===== src/design/srtn_pkg.sv =====
// Package for the SRTN quantum scheduler: FSM state type and fixed field widths.
// No dependencies.
`default_nettype none
package srtn_pkg;
    localparam int ID_W = 8;
    localparam int FLD_W = 16;
    localparam int SLOT_FLD_W = 4;

    localparam logic FUNC_ARRIVE = 1'b0;
    localparam logic FUNC_TICK = 1'b1;

    typedef enum logic [7:0] {
        ST_IDLE   = 8'b0000_0001,
        ST_ARR    = 8'b0000_0010,
        ST_SCAN   = 8'b0000_0100,
        ST_SWAIT  = 8'b0000_1000,
        ST_RUNRD  = 8'b0001_0000,
        ST_RUNWT  = 8'b0010_0000,
        ST_RUNEX  = 8'b0100_0000,
        ST_OUT    = 8'b1000_0000
    } state_t;
endpackage
`default_nettype wire


===== src/design/srtn_ram.sv =====
// Generic single-port-write, single-port-read RAM with registered read data.
// No dependencies.
`default_nettype none
module srtn_ram #(
    parameter int WIDTH = 8,
    parameter int DEPTH = 16
) (
    input  wire logic                     clk,
    input  wire logic                     we,
    input  wire logic [$clog2(DEPTH)-1:0] waddr,
    input  wire logic [WIDTH-1:0]         wdata,
    input  wire logic [$clog2(DEPTH)-1:0] raddr,
    output logic      [WIDTH-1:0]         rdata
);
    logic [WIDTH-1:0] mem [DEPTH];

    always_ff @(posedge clk)
    begin
        if (we)
        begin
            mem[waddr] <= wdata;
        end
        rdata <= mem[raddr];
    end
endmodule
`default_nettype wire


===== src/design/srtn_quantum_scheduler_core.sv =====
// SRTN scheduler with time quantum: top level, sequencer and task table.
// Depends on srtn_pkg and srtn_ram.
//
// Usage: an input beat (func, task_id, arrival_time, service_time, deadline)
// is taken when in_valid is high and in_stall is low; one result beat per
// input leaves on out_valid/out_stall. The quantum register is written on
// the cfg channel (cfg_valid and cfg_ready); the user must write it only
// while idle, and the block itself does not enforce this. Arrival: the
// item passes ST_ARR (free-slot search on the valid flags), then ST_OUT,
// which loads the output register. Tick: a reselection scans the table
// through the remaining-time RAM slot by slot (address in ST_SCAN, then
// compare in ST_SWAIT); the run states ST_RUNRD, ST_RUNWT and ST_RUNEX
// follow when a task is found; without reselection the tick goes straight
// to them. One item is in work at a time; a new input is taken once the
// previous result beat sits in the output register, and is held off while
// a result waits on out_stall.
// Reset clears the valid flags, running slot, counters and sets the quantum
// to 3; the RAM contents need no clearing.
`default_nettype none
module srtn_quantum_scheduler_core
    import srtn_pkg::*;
#(
    parameter int SLOTS = 16,
    parameter int TIME_BITS = 16
) (
    input  wire logic        clk,
    input  wire logic        rst_n,
    input  wire logic        in_valid,
    output logic             in_stall,
    input  wire logic        func,
    input  wire logic [7:0]  task_id,
    input  wire logic [15:0] arrival_time,
    input  wire logic [15:0] service_time,
    input  wire logic [15:0] deadline,
    input  wire logic        cfg_valid,
    output logic             cfg_ready,
    input  wire logic [7:0]  quantum,
    output logic             out_valid,
    input  wire logic        out_stall,
    output logic             kind,
    output logic             accepted,
    output logic [3:0]       slot,
    output logic             busy_res,
    output logic [7:0]       running_id,
    output logic             finished,
    output logic [15:0]      wait_ticks,
    output logic [15:0]      turnaround_ticks,
    output logic             deadline_met
);
    localparam int SW = (SLOTS > 1) ? $clog2(SLOTS) : 1;
    localparam int EW = ID_W + 4 * TIME_BITS;
    localparam logic [TIME_BITS-1:0] TMAX = '1;

    // entry word: {id, arrival, service, deadline, first_run}; remaining separate
    logic          ent_we;
    logic [SW-1:0] ent_waddr, ent_raddr;
    logic [EW-1:0] ent_wdata, ent_rdata;
    logic          rem_we;
    logic [SW-1:0] rem_waddr, rem_raddr;
    logic [TIME_BITS-1:0] rem_wdata, rem_rdata;

    srtn_ram #(.WIDTH(EW), .DEPTH(SLOTS)) u_ent (
        .clk(clk), .we(ent_we), .waddr(ent_waddr), .wdata(ent_wdata),
        .raddr(ent_raddr), .rdata(ent_rdata)
    );
    srtn_ram #(.WIDTH(TIME_BITS), .DEPTH(SLOTS)) u_rem (
        .clk(clk), .we(rem_we), .waddr(rem_waddr), .wdata(rem_wdata),
        .raddr(rem_raddr), .rdata(rem_rdata)
    );

    state_t state_reg, state_next;
    logic [SLOTS-1:0] valid_reg, valid_next;
    logic [SW-1:0] run_reg, run_next;
    logic [7:0] qcnt_reg, qcnt_next;
    logic [7:0] quant_reg, quant_next;
    logic [TIME_BITS-1:0] time_reg, time_next;
    logic [SW:0] idx_reg, idx_next;
    logic [SW-1:0] cand_reg, cand_next;
    logic [SW-1:0] best_reg, best_next;
    logic [TIME_BITS-1:0] bestrem_reg, bestrem_next;
    logic found_reg, found_next;
    logic [ID_W-1:0] id_reg;
    logic [FLD_W-1:0] arr_reg, svc_reg, dl_reg;
    logic ov_reg, ov_next;
    logic kind_reg, kind_next, acc_reg, acc_next, busy_reg, busy_next;
    logic fin_reg, fin_next, dm_reg, dm_next;
    logic [3:0] slot_reg, slot_next;
    logic [7:0] rid_reg, rid_next;
    logic [15:0] wt_reg, wt_next, ta_reg, ta_next;

    // free slot search
    logic          free_any;
    logic [SW-1:0] free_idx;
    always_comb
    begin
        free_any = 1'b0;
        free_idx = '0;
        for (int i = SLOTS - 1; i >= 0; i--)
        begin
            if (!valid_reg[i])
            begin
                free_any = 1'b1;
                free_idx = SW'(i);
            end
        end
    end

    // fields of the entry read
    logic [ID_W-1:0]      e_id;
    logic [TIME_BITS-1:0] e_arr, e_svc, e_dl, e_fr;
    assign {e_id, e_arr, e_svc, e_dl, e_fr} = ent_rdata;

    logic need_sel, qhit;
    logic [7:0] qbase;
    assign qhit = (qcnt_reg >= quant_reg);
    assign qbase = qhit ? 8'd0 : qcnt_reg;
    assign need_sel = (qbase == 8'd0) || !valid_reg[run_reg];

    logic [TIME_BITS-1:0] t_inc, first_run, rem_dec, ta_full, wt_full;
    logic done;
    assign t_inc = (time_reg != TMAX) ? time_reg + 1'b1 : time_reg;
    assign first_run = (rem_rdata == e_svc) ? time_reg : e_fr;
    assign rem_dec = (rem_rdata != '0) ? rem_rdata - 1'b1 : rem_rdata;
    assign done = (rem_dec == '0);
    assign ta_full = (t_inc > e_arr) ? t_inc - e_arr : '0;
    assign wt_full = (first_run > e_arr) ? first_run - e_arr : '0;

    function automatic logic [15:0] clamp16(input logic [TIME_BITS-1:0] v);
        logic [TIME_BITS+15:0] w;
        w = {16'd0, v};
        return (w > (TIME_BITS+16)'(16'hFFFF)) ? 16'hFFFF : w[15:0];
    endfunction

    assign in_stall = !(state_reg == ST_IDLE) || (ov_reg && out_stall);
    assign cfg_ready = 1'b1;
    logic in_acc;
    assign in_acc = in_valid && !in_stall;

    always_comb
    begin
        state_next = state_reg;
        valid_next = valid_reg;
        run_next = run_reg;
        qcnt_next = qcnt_reg;
        quant_next = (cfg_valid) ? quantum : quant_reg;
        time_next = time_reg;
        idx_next = idx_reg;
        cand_next = cand_reg;
        best_next = best_reg;
        bestrem_next = bestrem_reg;
        found_next = found_reg;
        ov_next = ov_reg && out_stall;
        kind_next = kind_reg; acc_next = acc_reg; busy_next = busy_reg;
        fin_next = fin_reg; dm_next = dm_reg; slot_next = slot_reg;
        rid_next = rid_reg; wt_next = wt_reg; ta_next = ta_reg;
        ent_we = 1'b0; ent_waddr = run_reg; ent_raddr = run_reg;
        ent_wdata = {e_id, e_arr, e_svc, e_dl, first_run};
        rem_we = 1'b0; rem_waddr = run_reg; rem_raddr = run_reg;
        rem_wdata = rem_dec;
        case (state_reg)
            ST_IDLE:
            begin
                if (in_acc)
                begin
                    state_next = (func == FUNC_TICK) ? ST_SCAN : ST_ARR;
                    idx_next = '0;
                    found_next = 1'b0;
                end
            end
            ST_ARR:
            begin
                ent_we = free_any;
                ent_waddr = free_idx;
                ent_wdata = {id_reg, TIME_BITS'(arr_reg), TIME_BITS'(svc_reg),
                             TIME_BITS'(dl_reg), {TIME_BITS{1'b0}}};
                rem_we = free_any;
                rem_waddr = free_idx;
                rem_wdata = TIME_BITS'(svc_reg);
                if (free_any)
                begin
                    valid_next[free_idx] = 1'b1;
                end
                kind_next = 1'b0; acc_next = free_any;
                slot_next = free_any ? 4'(free_idx) : 4'd0;
                busy_next = 1'b0; rid_next = '0; fin_next = 1'b0;
                wt_next = '0; ta_next = '0; dm_next = 1'b0;
                state_next = ST_OUT;
            end
            ST_SCAN:
            begin
                if (!need_sel)
                begin
                    qcnt_next = qbase;
                    state_next = ST_RUNRD;
                end
                else if (idx_reg == (SW+1)'(SLOTS))
                begin
                    state_next = ST_SWAIT;
                end
                else
                begin
                    rem_raddr = idx_reg[SW-1:0];
                    cand_next = idx_reg[SW-1:0];
                    idx_next = idx_reg + 1'b1;
                    state_next = ST_SWAIT;
                end
            end
            ST_SWAIT:
            begin
                // compare the previous read, then continue or finish
                if (idx_reg != '0 && valid_reg[cand_reg] &&
                    (!found_reg || rem_rdata < bestrem_reg) &&
                    !(idx_reg == (SW+1)'(SLOTS) && cand_reg != SW'(SLOTS - 1)))
                begin
                    best_next = cand_reg;
                    bestrem_next = rem_rdata;
                    found_next = 1'b1;
                end
                if (idx_reg == (SW+1)'(SLOTS) && cand_reg != SW'(SLOTS - 1))
                begin
                    cand_next = SW'(SLOTS - 1);
                end
                state_next = ST_SCAN;
                if (idx_reg == (SW+1)'(SLOTS) && cand_reg == SW'(SLOTS - 1))
                begin
                    cand_next = '0;
                    if (!found_next)
                    begin
                        time_next = t_inc;
                        qcnt_next = '0;
                        kind_next = 1'b1; acc_next = 1'b0; slot_next = '0;
                        busy_next = 1'b0; rid_next = '0; fin_next = 1'b0;
                        wt_next = '0; ta_next = '0; dm_next = 1'b0;
                        state_next = ST_OUT;
                    end
                    else
                    begin
                        run_next = best_next;
                        qcnt_next = qbase;
                        state_next = ST_RUNRD;
                    end
                end
            end
            ST_RUNRD:
            begin
                state_next = ST_RUNWT;
            end
            ST_RUNWT:
            begin
                state_next = ST_RUNEX;
            end
            ST_RUNEX:
            begin
                ent_we = (rem_rdata == e_svc);
                rem_we = 1'b1;
                time_next = t_inc;
                kind_next = 1'b1; acc_next = 1'b0; slot_next = 4'(run_reg);
                busy_next = 1'b1; rid_next = e_id; fin_next = done;
                wt_next = done ? clamp16(wt_full) : '0;
                ta_next = done ? clamp16(ta_full) : '0;
                dm_next = done && (ta_full <= e_dl);
                if (done)
                begin
                    valid_next[run_reg] = 1'b0;
                    qcnt_next = '0;
                end
                else
                begin
                    qcnt_next = (qcnt_reg != 8'hFF) ? qcnt_reg + 1'b1 : qcnt_reg;
                end
                state_next = ST_OUT;
            end
            ST_OUT:
            begin
                if (!ov_reg || !out_stall)
                begin
                    ov_next = 1'b1;
                    state_next = ST_IDLE;
                end
            end
            default:
            begin
                state_next = ST_IDLE;
            end
        endcase
    end

    always_ff @(posedge clk or negedge rst_n)
    begin
        if (!rst_n)
        begin
            state_reg <= ST_IDLE;
            valid_reg <= '0;
            run_reg <= '0;
            qcnt_reg <= '0;
            quant_reg <= 8'd3;
            time_reg <= '0;
            idx_reg <= '0;
            found_reg <= 1'b0;
            ov_reg <= 1'b0;
        end
        else
        begin
            state_reg <= state_next;
            valid_reg <= valid_next;
            run_reg <= run_next;
            qcnt_reg <= qcnt_next;
            quant_reg <= quant_next;
            time_reg <= time_next;
            idx_reg <= idx_next;
            found_reg <= found_next;
            ov_reg <= ov_next;
        end
    end

    always_ff @(posedge clk)
    begin
        cand_reg <= cand_next;
        best_reg <= best_next;
        bestrem_reg <= bestrem_next;
        kind_reg <= kind_next; acc_reg <= acc_next; busy_reg <= busy_next;
        fin_reg <= fin_next; dm_reg <= dm_next; slot_reg <= slot_next;
        rid_reg <= rid_next; wt_reg <= wt_next; ta_reg <= ta_next;
        if (in_acc)
        begin
            id_reg <= task_id;
            arr_reg <= arrival_time;
            svc_reg <= service_time;
            dl_reg <= deadline;
        end
    end

    assign out_valid = ov_reg;
    assign kind = kind_reg;
    assign accepted = acc_reg;
    assign slot = slot_reg;
    assign busy_res = busy_reg;
    assign running_id = rid_reg;
    assign finished = fin_reg;
    assign wait_ticks = wt_reg;
    assign turnaround_ticks = ta_reg;
    assign deadline_met = dm_reg;

    a_fin_busy: assert property (@(posedge clk) disable iff (!rst_n)
        out_valid && finished |-> busy_res && kind)
        else $error("finished without a running task");
    a_one_state: assert property (@(posedge clk) disable iff (!rst_n)
        $onehot(state_reg))
        else $error("state not one-hot");
    a_idle_take: assert property (@(posedge clk) disable iff (!rst_n)
        in_acc |=> state_reg != ST_IDLE)
        else $error("item accepted without leaving idle");
endmodule
`default_nettype wire

===== config.mk =====
export PLATFORM = sky130hd
export DESIGN_NAME = srtn_quantum_scheduler_core
export DESIGN_NICKNAME = d
export VERILOG_FILES = /design/src/design/srtn_pkg.sv /design/src/design/srtn_ram.sv /design/src/design/srtn_quantum_scheduler_core.sv
export SDC_FILE = /design/constraint.sdc
export NUM_CORES = 2
export LEC_CHECK = 0
export BUFFER_PORTS_ARGS = -buffer_cell sky130_fd_sc_hd__buf_2
export CAP_MARGIN = 20
export CELL_PAD_IN_SITES_DETAIL_PLACEMENT = 0
export CELL_PAD_IN_SITES_GLOBAL_PLACEMENT = 1
export CORE_MARGIN = 2
export CORE_UTILIZATION = 59
export DETAILED_ROUTE_END_ITERATION = 8
export PLACE_DENSITY = 0.92
export REMOVE_ABC_BUFFERS = 1
export SLEW_MARGIN = 10
export SYNTH_ARGS = -nofsm -noshare
export SYNTH_HDL_FRONTEND = slang
export SYNTH_SLANG_ARGS = --single-unit
export TNS_END_PERCENT = 10

===== constraint.sdc =====
create_clock -name clk -period 13.16 [get_ports clk]
set_input_delay 1.316 -clock clk [delete_from_list [all_inputs] [get_ports clk]]
set_output_delay 1.316 -clock clk [all_outputs]
set_load 0.02 [all_outputs]

==> results.toml <==
[run_status]
status = "finished, final reports clean"

[finish]
antenna-diode-count = 0
n_fill_cell = 6989
drive_above_1_share_pct = 22.40
largest_register_ffs = 1152
final_area_um2 = 75600
nets = 4116
area_growth_pct = 12.29
largestRegisters = "u_ent.mem (1152), u_rem.mem (256), u_ent.rdata (72)"
largest-register = "u_ent.mem"

[placed_design]
dpl-instance-area_um2 = 70010
io_buffers = 120
dp_hpwl_um = 86780
place.gp.congestion = 0.8627

[worst_setup_path]
rrSetupSlack_ns = 6.13
crit_buf_inv = 1
crit_fanout = 13
crit_arrival_ns = 7.62
critical_path_class = "flop to flop"
cp_slowest_cell = "nor4_2"
start_kind = "flop"
crit_path_end_kind = "flop"
max_stage_delay_ns = 0.64
cp.required_ns = 13.75
reg2reg_from = "time_reg[3]"
crit_family = "simple AND/OR/NAND/NOR gates"
reg2reg_to = "deadline_met"
reg2regPathDepth = 30

[sta]
final-setup-viol-count = 0
finalCriticalPeriod_ns = 7.027
clock-skew-final_ns = 0.04274
relSlewSlack_pct = 23.55
fmax_ghz = 0.1423
post-route-period-util_pct = 53.40
tightest_slew_ns = 1.147
slew_violations = 0
hold_viol = 0
rsz0062_at_grt = "false"
finalSetupTns_ns = 0

[synth]
synth_mux_area_share_pct = 12.92
ys_warn_count = 0
synth_ff_type = "edfxtp_1"
synth_top_family_by_area = "multiplexers"
synth_cell_types = 73
synth_area_leaders = "edfxtp_1, mux4_2, dfxtp_1"
syn_inst = 3754
ys_seq_area_share_pct = 73.67
synth-adder-area-share_pct = 1.472
synth.ff_latch_count = 1692
yosysTopAreaCellShare_pct = 68.56
netlist_area_um2 = 67320
synth_edf_count = 1537
synth-compound-area-share_pct = 3.717
yosysMostFrequentCell = "edfxtp_1"
synth-simple-area-share_pct = 5.713
postSynthAreaPerCell_um2 = 17.93
synth-xor-area-share_pct = 1.002
synthArstFlopShare_pct = 3.960
yosysTopAreaCell = "edfxtp_1"
synth_common_cells = "edfxtp_1, nand2_1, mux4_2"

[floorplanning]
die_x_um = 341.8
rows = 123
die_y_um = 341.8
ioPinCount = 122
start_util_pct = 59.68
dieArea_um2 = 116800
fp.coreArea_um2 = 112800

[clock_network]
cts_setup_buffers = 0
clk_path_buf_depth = 3
cts_buffers = 162
ctsResizeCount = 0
clk_pin_slew_worst_paths_ns = 0.06
cts_root_buffer = "clkbuf_16"
cts_max_level = 4
cts_tree = "built"
ctsHoldBuffers = 0
numClockSinks = 1692
clock_latency_ns = 0.79

[power_and_ir_drop]
power_leakage_nw = 25.15
vdd.ir_drop.worst_mv = 0.1365
p_per_area_nw_per_um2 = 153.3

[grt]
grt_max_degree = 150
grt_pass1_wl_um = 244300
grt-busiest-layer = "met2"
met2_usage_pct = 48.13
grt.total_usage_pct = 28.76
grtUsageMet1_pct = 37.72
grt_pass1_vias = 37197
grtUsageMet3_pct = 5.289
grt-ovfl-total = 0
grt_antenna_before_repair = 4

[job]
drv_cap = 0

[drt]
vias_per_cell = 6.572
drt_wl_total_um = 169300
drt_iter0_drc = 4748
wl_per_cell_um = 30.20
dr_total_vias = 36849
antenna_left = 0
drc_errors = 0
dr.pass1.iters = 6

[hold_path]
min_from = "state_reg[3]"
hold_end = "state_reg[5]"
hold_class = "flop to flop"
whs_path_depth = 1
[cell type report]
cell class                 count  area [um2]  area share (%)
clock buffer                 211        4410           5.834
clock inverter                92        1050           1.389
inverter                      84       316.6          0.4187
multi-input combinational   1804       16900           22.35
sequential                  1692       49610           65.62
tap                         1500        1877           2.483
timing repair buffer         224        1436           1.900
[where the power goes]
part | switching [mW] | internal [mW]
Clock | 2.07 | 2.71
Combinational | 0.466 | 0.158
Sequential | 0.0767 | 6.11
Total | 2.62 | 8.98
[cells by family (layout without fill, tap and decap cells)]
| kind of cell | after synthesis | after routing |
|---|---|---|
| xor+xnor | 77 | 77 |
| other cells | 1 | 1 |
| mux | 404 | 404 |
| flops | 1692 | 1692 |
| simple gates | 847 | 847 |
| compound gates | 397 | 397 |
| buf+inv | 258 | 611 |
| fa+ha+maj | 78 | 78 |
[metal layers]
metal | wire length (um) | part of all wire (%) | vias to the layer above
met2 | 86220 | 51 | 2198
met1 | 61830 | 37 | 18967
met3 | 14100 | 8.3 | 445
met5 | 40 | 0.024 | -
li1 | - | - | 15233
met4 | 7122 | 4.2 | 6
[per-stage QoR]
step                worst slack (ns)  cells  hold slack [ns]  power [mW]  util, %
floorplan                     -15.13   3580           0.4385       6.623        -
global placement               6.218   5278           0.4588       6.868    61.97
detailed placement             6.341   5297           0.4740       6.900    62.07
CTS                            6.212   5600           0.4823       11.61    66.91
global route                   5.310   5607           0.5052       11.90    67.02
finish                         6.133   5607           0.4793       11.59    67.02
[how the worst max path moves through the flow]
stage,start,endpoint,slack [ns],depth (start not counted)
floorplan,ent_raddr[0],u_rem.rdata[0],-15.13,4
global placement,time_reg[3],deadline_met,6.22,30
detailed placement,time_reg[3],deadline_met,6.34,30
CTS,time_reg[3],deadline_met,6.21,30
global route,time_reg[3],deadline_met,5.31,30
finish,time_reg[3],deadline_met,6.13,30
[placed cells by master, fill, tap and decap left out, types with 18 or more instances in the layout]
cell type | Yosys | routed
edfxtp_1 | 1537 | 1537
nand2_1 | 428 | 428
mux4_2 | 369 | 369
clkbuf_16 | 0 | 164
o21ai_0 | 147 | 139
buf_2 | 16 | 132
nor2_1 | 134 | 116
dfxtp_1 | 88 | 88
buf_4 | 2 | 87
inv_1 | 84 | 83
ha_1 | 76 | 76
and2_1 | 64 | 64
dfrtp_1 | 64 | 60
nand3_1 | 59 | 58
a21oi_1 | 47 | 46
a31oi_1 | 43 | 42
xnor2_1 | 40 | 40
xor2_1 | 37 | 37
a211oi_1 | 37 | 37
clkinv_2 | 0 | 36
clkbuf_1 | 122 | 34
mux2_2 | 26 | 26
nor3_1 | 24 | 23
a21o_1 | 22 | 22
and2_0 | 22 | 22
nand4_1 | 18 | 18
o22ai_1 | 18 | 18
clkinv_1 | 0 | 18
No activity file was read; power rests on OpenSTA's default activity.
